File: src/rtl/bse_pkg.sv
// Package for the bitmap set engine: command codes, transfer payload types
// and the result type of the shared word unit. No dependencies.
package bse_pkg;

    localparam int unsigned WORD_BITS = 64;
    localparam int unsigned BIT_W     = 6;

    localparam logic [3:0] CMD_CLEAR         = 4'd0;
    localparam logic [3:0] CMD_INSERT        = 4'd1;
    localparam logic [3:0] CMD_CONTAIN       = 4'd2;
    localparam logic [3:0] CMD_ITER_START    = 4'd3;
    localparam logic [3:0] CMD_FIND_NEXT     = 4'd4;
    localparam logic [3:0] CMD_INTERSECT     = 4'd5;
    localparam logic [3:0] CMD_DIFFERENCE    = 4'd6;
    localparam logic [3:0] CMD_OTHER_SUBSET  = 4'd7;
    localparam logic [3:0] CMD_STORED_SUBSET = 4'd8;

    typedef struct packed {
        logic [3:0]           cmd;
        logic [9:0]           value;
        logic [3:0]           word_index;
        logic [WORD_BITS-1:0] other_word;
    } t_in_item;

    typedef struct packed {
        logic       hit;
        logic [9:0] position;
        logic       at_end;
        logic       subset_ok;
        logic       range_error;
    } t_out_item;

    typedef struct packed {
        logic [WORD_BITS-1:0] word;
        logic                 hit;
        logic                 ok;
        logic                 found;
        logic [BIT_W-1:0]     idx;
    } t_wu_res;

endpackage

File: src/rtl/bse_store.sv
// Bitmap word store: one write port and one read port with registered data.
// Depends on bse_pkg.
module bse_store
    import bse_pkg::*;
#(
    parameter int unsigned WORDS = 16
) (
    input  logic                           i_clk,
    input  logic                           i_we,
    input  logic [(WORDS > 1 ? $clog2(WORDS) : 1)-1:0] i_waddr,
    input  logic [WORD_BITS-1:0]           i_wdata,
    input  logic [(WORDS > 1 ? $clog2(WORDS) : 1)-1:0] i_raddr,
    output logic [WORD_BITS-1:0]           o_rdata
);

    logic [WORD_BITS-1:0] mem [WORDS];
    logic [WORD_BITS-1:0] r_rdata;

    always_ff @(posedge i_clk) begin
        if (i_we) begin
            mem[i_waddr] <= i_wdata;
        end
        r_rdata <= mem[i_raddr];
    end

    assign o_rdata = r_rdata;

endmodule

File: src/rtl/bse_word_unit.sv
// Shared word unit: bit set and test, word merge, subset compare and the
// lowest-set-bit search of one bitmap word. Depends on bse_pkg.
module bse_word_unit
    import bse_pkg::*;
(
    input  logic [3:0]           i_cmd,
    input  logic [WORD_BITS-1:0] i_mine,
    input  logic [WORD_BITS-1:0] i_other,
    input  logic [BIT_W-1:0]     i_bit,
    input  logic                 i_first,
    output t_wu_res              o_res
);

    always_comb begin
        logic [WORD_BITS-1:0] sel_bit;
        logic [WORD_BITS-1:0] masked;
        logic [WORD_BITS-1:0] lowest;
        logic [WORD_BITS-1:0] common;
        logic [BIT_W-1:0]     idx;

        sel_bit  = {{(WORD_BITS-1){1'b0}}, 1'b1} << i_bit;
        masked   = i_first ? (i_mine & ({WORD_BITS{1'b1}} << i_bit)) : i_mine;
        lowest   = masked & (~masked + {{(WORD_BITS-1){1'b0}}, 1'b1});
        common   = i_mine & i_other;

        idx = '0;
        for (int i = 0; i < WORD_BITS; i++) begin
            if (lowest[i]) begin
                idx = idx | BIT_W'(i);
            end
        end

        o_res.idx   = idx;
        o_res.found = |masked;
        o_res.hit   = |(i_mine & sel_bit);
        o_res.ok    = (i_cmd == CMD_OTHER_SUBSET) ? (common == i_other) : (common == i_mine);

        case (i_cmd)
            CMD_INSERT:     o_res.word = i_mine | sel_bit;
            CMD_INTERSECT:  o_res.word = common;
            CMD_DIFFERENCE: o_res.word = i_mine & ~i_other;
            default:        o_res.word = i_mine;
        endcase
    end

endmodule

File: src/rtl/bitmap_set_engine_unit.sv
// Top level of the bitmap set engine: command sequencer, cursor, subset flag
// and output register. Depends on bse_pkg, bse_store and bse_word_unit.
//
// The engine holds a set of WORDS*64 elements in a single-port-read word
// store and takes one command per transfer, giving one result per command.
// After reset the store is swept to zero, one word per cycle, and no command
// is taken during the sweep; a clear command runs the same sweep and then
// presents its result. Insert and the intersect and difference commands read
// one word, work on it and write it back; contain and the two subset commands
// read one word and write nothing back. A find-next command reads one word at
// a time from the cursor onward, passing through a read state and a scan state
// for each word; the registered store read sets that pace. A finished result
// waits in the output register while the next command is already taken.
module bitmap_set_engine_unit
    import bse_pkg::*;
#(
    parameter int unsigned WORDS = 16
) (
    input  logic      i_clk,
    input  logic      i_rst_n,
    input  logic      i_in_valid,
    output logic      o_in_stall,
    input  t_in_item  i_in,
    output logic      o_out_valid,
    input  logic      i_out_stall,
    output t_out_item o_out
);

    localparam int unsigned AW    = (WORDS > 1) ? $clog2(WORDS) : 1;
    localparam int unsigned TOTAL = WORDS * WORD_BITS;
    localparam int unsigned CW    = $clog2(TOTAL + 1);
    localparam logic [AW-1:0] LAST = AW'(WORDS - 1);

    typedef enum logic [5:0] {
        S_IDLE  = 6'b000001,
        S_READ  = 6'b000010,
        S_EXEC  = 6'b000100,
        S_SCAN  = 6'b001000,
        S_CLEAR = 6'b010000,
        S_DONE  = 6'b100000
    } t_state;

    t_state                r_state,     n_state;
    logic [AW-1:0]         r_addr,      n_addr;
    logic                  r_clr_resp,  n_clr_resp;
    logic [3:0]            r_cmd,       n_cmd;
    logic [BIT_W-1:0]      r_bit,       n_bit;
    logic                  r_widx_zero, n_widx_zero;
    logic [WORD_BITS-1:0]  r_other,     n_other;
    logic                  r_first,     n_first;
    logic [CW-1:0]         r_cursor,    n_cursor;
    logic                  r_subset,    n_subset;
    t_out_item             r_res,       n_res;
    logic                  r_out_valid, n_out_valid;
    t_out_item             r_out,       n_out;

    logic                  in_fire;
    logic                  mem_we;
    logic [WORD_BITS-1:0]  mem_wdata;
    logic [WORD_BITS-1:0]  mem_rdata;
    t_wu_res               wu;
    logic [AW+BIT_W-1:0]   found_pos;

    bse_store #(
        .WORDS(WORDS)
    ) u_store (
        .i_clk  (i_clk),
        .i_we   (mem_we),
        .i_waddr(r_addr),
        .i_wdata(mem_wdata),
        .i_raddr(r_addr),
        .o_rdata(mem_rdata)
    );

    bse_word_unit u_word_unit (
        .i_cmd  (r_cmd),
        .i_mine (mem_rdata),
        .i_other(r_other),
        .i_bit  (r_bit),
        .i_first(r_first),
        .o_res  (wu)
    );

    assign o_in_stall  = (r_state != S_IDLE);
    assign in_fire     = i_in_valid && !o_in_stall;
    assign o_out_valid = r_out_valid;
    assign o_out       = r_out;
    assign found_pos   = {r_addr, wu.idx};

    always_comb begin
        mem_we    = 1'b0;
        mem_wdata = wu.word;
        if (r_state == S_CLEAR) begin
            mem_we    = 1'b1;
            mem_wdata = '0;
        end else if (r_state == S_EXEC) begin
            mem_we = (r_cmd == CMD_INSERT) || (r_cmd == CMD_INTERSECT)
                  || (r_cmd == CMD_DIFFERENCE);
        end
    end

    always_comb begin
        n_state     = r_state;
        n_addr      = r_addr;
        n_clr_resp  = r_clr_resp;
        n_cmd       = r_cmd;
        n_bit       = r_bit;
        n_widx_zero = r_widx_zero;
        n_other     = r_other;
        n_first     = r_first;
        n_cursor    = r_cursor;
        n_subset    = r_subset;
        n_res       = r_res;
        n_out       = r_out;
        n_out_valid = r_out_valid && i_out_stall;

        case (r_state)
            S_IDLE: begin
                if (in_fire) begin
                    n_cmd       = i_in.cmd;
                    n_other     = i_in.other_word;
                    n_widx_zero = (i_in.word_index == 4'd0);
                    n_res       = '0;
                    n_first     = 1'b0;
                    n_state     = S_DONE;
                    case (i_in.cmd)
                        CMD_CLEAR: begin
                            n_addr     = '0;
                            n_clr_resp = 1'b1;
                            n_state    = S_CLEAR;
                        end
                        CMD_INSERT, CMD_CONTAIN: begin
                            if (32'(i_in.value) >= TOTAL) begin
                                n_res.range_error = 1'b1;
                            end else begin
                                n_addr  = AW'(i_in.value >> BIT_W);
                                n_bit   = i_in.value[BIT_W-1:0];
                                n_state = S_READ;
                            end
                        end
                        CMD_ITER_START: begin
                            n_cursor = '0;
                        end
                        CMD_FIND_NEXT: begin
                            if (32'(r_cursor) >= TOTAL) begin
                                n_res.at_end = 1'b1;
                            end else begin
                                n_addr  = AW'(r_cursor >> BIT_W);
                                n_bit   = r_cursor[BIT_W-1:0];
                                n_first = 1'b1;
                                n_state = S_READ;
                            end
                        end
                        CMD_INTERSECT, CMD_DIFFERENCE, CMD_OTHER_SUBSET,
                        CMD_STORED_SUBSET: begin
                            if (32'(i_in.word_index) >= WORDS) begin
                                n_res.range_error = 1'b1;
                            end else begin
                                n_addr  = AW'(i_in.word_index);
                                n_state = S_READ;
                            end
                        end
                        default: begin
                            n_state = S_DONE;
                        end
                    endcase
                end
            end
            S_READ: begin
                n_state = (r_cmd == CMD_FIND_NEXT) ? S_SCAN : S_EXEC;
            end
            S_EXEC: begin
                if ((r_cmd == CMD_INSERT) || (r_cmd == CMD_CONTAIN)) begin
                    n_res.hit = wu.hit;
                end
                if ((r_cmd == CMD_OTHER_SUBSET) || (r_cmd == CMD_STORED_SUBSET)) begin
                    n_subset = (r_widx_zero || r_subset) && wu.ok;
                end
                n_state = S_DONE;
            end
            S_SCAN: begin
                n_first = 1'b0;
                if (wu.found) begin
                    n_res.position = 10'(found_pos);
                    n_cursor       = CW'(found_pos) + CW'(1);
                    n_state        = S_DONE;
                end else if (r_addr == LAST) begin
                    n_res.at_end = 1'b1;
                    n_cursor     = CW'(TOTAL);
                    n_state      = S_DONE;
                end else begin
                    n_addr  = r_addr + AW'(1);
                    n_state = S_READ;
                end
            end
            S_CLEAR: begin
                if (r_addr == LAST) begin
                    n_addr     = '0;
                    n_clr_resp = 1'b0;
                    n_state    = r_clr_resp ? S_DONE : S_IDLE;
                end else begin
                    n_addr = r_addr + AW'(1);
                end
            end
            S_DONE: begin
                if (!r_out_valid || !i_out_stall) begin
                    n_out           = r_res;
                    n_out.subset_ok = r_subset;
                    n_out_valid     = 1'b1;
                    n_state         = S_IDLE;
                end
            end
            default: begin
                n_state = S_IDLE;
            end
        endcase
    end

    always_ff @(posedge i_clk) begin
        if (!i_rst_n) begin
            r_state     <= S_CLEAR;
            r_addr      <= '0;
            r_clr_resp  <= 1'b0;
            r_first     <= 1'b0;
            r_cursor    <= '0;
            r_subset    <= 1'b1;
            r_out_valid <= 1'b0;
        end else begin
            r_state     <= n_state;
            r_addr      <= n_addr;
            r_clr_resp  <= n_clr_resp;
            r_first     <= n_first;
            r_cursor    <= n_cursor;
            r_subset    <= n_subset;
            r_out_valid <= n_out_valid;
        end
    end

    always_ff @(posedge i_clk) begin
        r_cmd       <= n_cmd;
        r_bit       <= n_bit;
        r_widx_zero <= n_widx_zero;
        r_other     <= n_other;
        r_res       <= n_res;
        r_out       <= n_out;
    end

`ifndef NO_ASSERTIONS
    a_cursor_bound: assert property (@(posedge i_clk) disable iff (!i_rst_n)
        32'(r_cursor) <= TOTAL)
        else $error("Iteration cursor passed the end mark.");

    a_no_write_idle: assert property (@(posedge i_clk) disable iff (!i_rst_n)
        (r_state == S_IDLE) |-> !mem_we)
        else $error("Word store written while no command is in progress.");

    a_clear_sweep: assert property (@(posedge i_clk) disable iff (!i_rst_n)
        (in_fire && (i_in.cmd == CMD_CLEAR)) |=> (r_state == S_CLEAR) && (r_addr == '0))
        else $error("Clear command did not start its sweep at word zero.");

    a_done_result: assert property (@(posedge i_clk) disable iff (!i_rst_n)
        ((r_state == S_DONE) && (!r_out_valid || !i_out_stall)) |=> o_out_valid)
        else $error("Finished command did not present its result.");
`endif

endmodule

File: config.mk
export PLATFORM = sky130hd
export DESIGN_NAME = bitmap_set_engine_unit
export DESIGN_NICKNAME = d
export VERILOG_FILES = /design/src/rtl/bse_pkg.sv /design/src/rtl/bse_store.sv /design/src/rtl/bse_word_unit.sv /design/src/rtl/bitmap_set_engine_unit.sv
export SDC_FILE = /design/constraint.sdc
export NUM_CORES = 2
export LEC_CHECK = 0
export BUFFER_PORTS_ARGS = -buffer_cell sky130_fd_sc_hd__buf_2
export CORE_AREA = 2 2 356 323
export CTS_CLUSTER_DIAMETER = 150
export CTS_CLUSTER_SIZE = 30
export DETAILED_ROUTE_END_ITERATION = 16
export DIE_AREA = 0 0 358 325
export PLACE_DENSITY = 0.6
export REMOVE_ABC_BUFFERS = 1
export SLEW_MARGIN = 0
export SYNTH_ARGS = -nofsm -noshare
export SYNTH_HDL_FRONTEND = slang
export SYNTH_HIERARCHICAL = 1
export SYNTH_SLANG_ARGS = --single-unit
File: constraint.sdc
create_clock -name i_clk -period 14.4 [get_ports i_clk]
set_clock_uncertainty 0.1 [all_clocks]
set_input_delay 1.44 -clock i_clk [delete_from_list [all_inputs] [get_ports i_clk]]
set_output_delay 1.44 -clock i_clk [all_outputs]
set_load 0.05 [all_outputs]
; ---- Word-level counts from Yosys, hierarchy flattened
; Memory sizes are Yosys's and may differ from the RTL's. A register that Yosys moved wholly into a read port is not among the register bits.
; Index checks and enable logic that the tools add are counted.
[word_totals]
mem_count = 1
mem_bits_rw = 1024
input_bits = 86
wordCells = 305
latch_bits = 0
regBits = 127
romBits = 0
[memory_table]
columns = name, depth, width, read_ports, rd_ports_with_merged_regs, wr, line
row1 = u_store.mem, 16, 64, 1, 1, 1, bse_store.sv:16  ; logic [WORD_BITS-1:0] mem [WORDS];
[classes]
reduce_logical = 34
bitwise_logic = 8
n_addsub = 3
magnitude_cmp = 1
shift = 2
n_div = 0
mux = 196
n_eq_ne = 40
multipliers = 0
[ops]
columns = op, n
row1 = 6-bit 2-to-1 mux, 67
row2 = 64-bit AND, 5
row3 = 64-bit 2-to-1 mux, 4
row4 = 64-bit case mux with 3 select lines, 1
row5 = 64-bit equality test, 2
row6 = 4-bit 2-to-1 mux, 32
row7 = 64-bit NOT, 2
row8 = 64-bit OR reduction, 2
row9 = 11-bit 2-to-1 mux, 10
row10 = 5-bit 2-to-1 mux, 16
row11 = 64-bit by 1-bit adder with 64-bit output (second input constant), 1
row12 = 64-bit OR, 1
row13 = 1-bit by 6-bit << shifter with 64-bit output (first input constant), 1
row14 = 64-bit by 6-bit << shifter with 64-bit output (first input constant), 1
row15 = 14-bit 2-to-1 mux, 4
row16 = 1-bit 2-to-1 mux, 44
row17 = 11-bit case mux with 2 select lines, 2
row18 = 6-bit case mux with 6 select lines, 1
row19 = 4-bit by 3-bit equality test with 1-bit output (second input constant), 8
row20 = 6-bit case mux with 4 select lines, 1
row21 = 10-bit 2-to-1 mux, 2
row22 = 4-bit case mux with 4 select lines, 1
row23 = 4-bit AND reduction, 4
row24 = 4-bit by 2-bit equality test with 1-bit output (second input constant), 3
row25 = 34 further kinds, 69

; ---- Longest topological paths before layout
[depth]
word_depth = 73
depth_mapped = 19
depth_no_buf = 15

; ---- Cells and area by module
; Netlist, hierarchy kept.
[modules_own_cells]
columns = module, seq_area_each_um2, area_each_um2, n_inst, cells_each
row1 = bse_store, 32030.7, 39581.7, 1, 1647
row2 = bitmap_set_engine_unit, 3503.4, 5435.2, 1, 433
row3 = bse_word_unit, 0.0, 5271.3, 1, 916

; ---- Least setup slack after synthesis
; No wires, ideal clock.
[synth_path]
kind = reg2reg
start = register r_state[2]
end = memory u_store.mem[0][0], enable pin
setup_slack_ns = 7.432
path_buffers = 0
t_required_ns = 13.735
path_stages_with_launch = 7
t_arrival_ns = 6.304
setup_ns = 0.565
path_cell_list = dfxtp_1 nor2b_1 nand3_1 or3_1 o21ai_0 or3b_2 nor3_1
[synth_between]
elab_chain_cells = 6
word_cells_on_any_way = 7
classes_between = eq/ne (2) / mux (5)
[synth_rtl]
columns = element, line
row1 = "start, declared", bitmap_set_engine_unit.sv:43  ; t_state r_state, n_state;
row2 = "start signal, assigned", bitmap_set_engine_unit.sv:229  ; r_state <= n_state;
row3 = 6-bit by 3-bit equality test with 1-bit output, bitmap_set_engine_unit.sv:96  ; end else if (r_state == S_EXEC) begin
row4 = 1-bit 2-to-1 mux, bitmap_set_engine_unit.sv:96
row5 = 1-bit 2-to-1 mux, bitmap_set_engine_unit.sv:93  ; if (r_state == S_CLEAR) begin
row6 = 1-bit 2-to-1 mux (*), bitmap_set_engine_unit.sv:93
row7 = net mem_we, bitmap_set_engine_unit.sv:58  ; logic mem_we;
row8 = 1-bit 2-to-1 mux (*), bse_store.sv:20  ; if (i_we) begin
row9 = 1-bit 2-to-1 mux (not written as such) (*), bse_store.sv:21  ; mem[i_waddr] <= i_wdata;
row10 = "end, declared", bse_store.sv:16
; Mark *: on every way through the listed nets, which the timed path passes. The rest lies on a longest branch. The select of a mux whose other input is x is not followed.

==> results.yml <==
run_status:
  status: "complete, no violations"
drt:
  via_per_inst: 6.517
  routedWlPerCell_um: 33.88
  drcViolationCount: 0
  num_vias: 29817
  antenna_left: 0
  dr.pass1.iters: 7
  drt_iter0_drc: 4175
  routed_wl_um: 155000
synthesis:
  syn_inst: 2996
  synth-edff-count: 1124
  ys_seq_area_share_pct: 70.66
  synth_flop_cell: "edfxtp_1"
  async_reset_ff_share_pct: 0
  synth_area_per_cell_um2: 16.79
  syn-cell-area_mm2: 0.05029
  yosysUniqueCellTypes: 96
  ys_warn_count: 6
  ys_ff_latch: 1213
worst_setup_path:
  crit_arrival_ns: 6.20
  path_max_fanout: 26
  criticalPathCategory: "flip-flop to flip-flop"
  crit_path_end_kind: "flip-flop"
  cp-start-kind: "flip-flop"
  startpoint: "r_bit[5]"
  reg2reg_from: "r_bit[5]"
  crit_required_ns: 14.84
timing:
  grt_setup_unrepaired: "no"
  setup_slack_ns: 8.636
  max_slew_margin_pct: 15.89
  fmax_mhz: 173.5
  finalCritPeriodShare_pct: 40.03
  finalHoldViolations: 0
  period_needed_ns: 5.764
  slew_viol_final: 0
  setup_viol: 0
  tightest_slew_ns: 1.262
place:
  place_congestion: 0.9924
  dp_hpwl_um: 96380
  placed_cell_area_mm2: 0.05249
  port_buffers: 100
  pre_cts_slack_ns: 8.928
grt:
  grt_overflow: 0
  grt_pass1_vias: 28671
  grt_first_pass_wirelength_um: 217900
  antenna_found_initial: 5
  grt_usage_pct: 26.39
  grt_start_max_net_pins: 141
cts:
  cts_root_buf: "clkbuf_16"
  postCtsHoldBufs: 0
  clk_path_buf_depth: 3
  cts_setup_buffers: 0
  cts.sinks: 1213
  clock_latency_ns: 0.69
  cts_buffers: 46
  cts_max_level: 2
  cts_tree: "built"
  cts_resized: 0
  cts.clk_slew.worst_paths_ns: 0.12
floorplan:
  ioPinCount: 102
  die_h_um: 325
  floorplan.rows: 117
  initial_utilization_pct: 44.73
  dieArea_mm2: 0.1164
  coreArea_mm2: 0.1124
  dieWidth_um: 358
pwr:
  leakagePower_nw: 17.06
  p_per_area_mw_per_mm2: 178.1
  power_w: 0.009587
  ir_drop_mv: 0.1728
cells_and_area:
  regArea_mm2: 0.03554
  fin_area_mm2: 0.05384
  drive_above_1_share_pct: 17.87
  multi_input_area_mm2: 0.01373
  fillers: 9544
  area_growth_pct: 7.069
  nets: 3135
  final_core_util_pct: 47.89
worst_hold_path:
  hold_path_class: "flip-flop to flip-flop"
  min-delay-start: "r_res[11]"
run:
  drv_cap: 0
## Yosys cell counts, types with 10 or more instances
cell	n	area [um^2]
nor2_1	152	570.6
and2_1	70	437.9
dfxtp_1	89	1782
buf_6	19	214.0
a21oi_1	79	395.4
buf_2	27	135.1
nand2_1	152	570.6
o22ai_1	80	500.5
edfxtp_1	1124	33750
and3_1	17	106.4
inv_1	81	304.0
mux4_2	256	5766
nand4_1	23	143.9
nor3_1	31	155.2
a22o_1	13	113.9
nand2b_1	12	75.07
a22oi_1	148	1111
nor2b_1	22	137.6
clkbuf_1	82	307.8
buf_4	16	120.1
o21ai_0	89	445.4
a31oi_1	14	87.58
a211oi_1	58	435.4
o211ai_1	17	127.6
mux2i_1	10	100.1
buf_1	23	86.33
nor4_1	21	131.4
nand3_1	59	295.3
a221oi_1	17	148.9
## layout by cell type (no fill, tap or decap), types with 6 or more instances in the layout
| master | instances |
|---|---|
| o2bb2ai_1 | 8 |
| clkbuf_16 | 46 |
| a22oi_1 | 148 |
| nor3_1 | 26 |
| nor2_1 | 139 |
| dfxtp_1 | 87 |
| and2_1 | 69 |
| and3_1 | 17 |
| a22o_1 | 13 |
| a221oi_1 | 17 |
| nand2_1 | 151 |
| nand2b_1 | 12 |
| nor3_2 | 8 |
| xor2_1 | 9 |
| o32ai_1 | 8 |
| inv_1 | 80 |
| mux4_2 | 256 |
| nand4_1 | 23 |
| buf_2 | 100 |
| nand3b_1 | 8 |
| o22ai_1 | 80 |
| nor2_4 | 16 |
| nor4_1 | 21 |
| or2_2 | 9 |
| nor2b_1 | 20 |
| nand3_1 | 58 |
| edfxtp_1 | 1124 |
| buf_4 | 70 |
| clkbuf_1 | 36 |
| o31ai_1 | 8 |
| a211oi_1 | 58 |
| mux2i_1 | 10 |
| mux2_2 | 6 |
| a31oi_1 | 14 |
| o211ai_1 | 17 |
| a21oi_1 | 79 |
| or3_1 | 8 |
| o21ai_0 | 89 |
## final timing paths
| kind | endpoint | slack [ns] | cells past startpoint |
|---|---|---|---|
| max reg2reg | r_cursor[9] | 8.64 | 15 |
| min | o_out[11] | 0.33 | 0 |
| min reg2reg | o_out[11] | 0.33 | 0 |
| max | r_cursor[9] | 8.64 | 15 |
## sequential cells by signal, summed over array words and instances, names as in the netlist, 4 cells and up
signal,flops
r_cmd,4
r_bit,6
u_store/mem,1024
r_state,6
r_res,12
r_addr,4
u_store/o_rdata,64
o_out,13
r_other,64
r_cursor,11
## per-layer routing
layer | vias up | share of wire, % | global-route usage (%)
met4 | 2 | 2.6 | 6.704
met5 | - | 0.0084 | 0
met2 | 1492 | 45 | 39.71
li1 | 12248 | - | -
met1 | 15867 | 44 | 40.06
met3 | 208 | 8.5 | 4.404
## layout make-up
class | count | share of cell area (%)
inverter | 82 | 0.5740
timing repair buffer | 171 | 1.943
antenna | 4 | 0.01859
clock buffer | 82 | 2.389
tap | 1487 | 3.455
sequential | 1213 | 66.01
multi-input combinational | 1533 | 25.50
clock inverter | 3 | 0.1092
## report_power, final
group / leakage (nW) / switching (W) / total [W] / internal [W]
clock network: 0.635 / 0.00103 / 0.00166 / 0.000626
registers: 11.2 / 0.000393 / 0.00491 / 0.00452
logic: 5.20 / 0.00191 / 0.00302 / 0.00111
## cell families (layout without fill, tap and decap cells)
logic type	count (synthesis)	in the layout	share of synthesized area [%]
AOI/OAI and AO/OA	615	615	8.477
xor gates and xnor gates	13	13	0.2264
adders and majority gates	2	2	0.04975
buffers and inverters	250	338	2.339
DFF	1213	1213	70.66
muxes	272	272	11.80
other	1	5	0.007457
and+or+nand+nor	630	630	6.442
## worst max-delay path, cell delays in order, from the launching register on
cell      delay (ns)
edfxtp_1        1.09
nand2_1         0.61
buf_4           0.39
o211ai_1        0.20
o211ai_2        0.25
nor4b_4         0.49
nand4_4         0.39
nor4b_1         0.63
a41o_1          0.22
nand4b_1        0.13
nand4b_1        0.28
nand4_1         0.23
nor3_1          0.26
xor2_1          0.09
a22oi_1         0.18
nor2_1          0.06
## per-stage QoR
step | hold WS [ns] | cells | setup TNS, ns
2_1_floorplan | 0.3003 | 2828 | -2453.18
3_3_place_gp | 0.3067 | 4486 | 0
3_5_place_dp | 0.3089 | 4486 | 0
4_1_cts | 0.3364 | 4571 | 0
5_1_grt | 0.3406 | 4571 | 0
6_report | 0.3331 | 4575 | 0
Note: power is estimated with default switching activity, not from simulation.
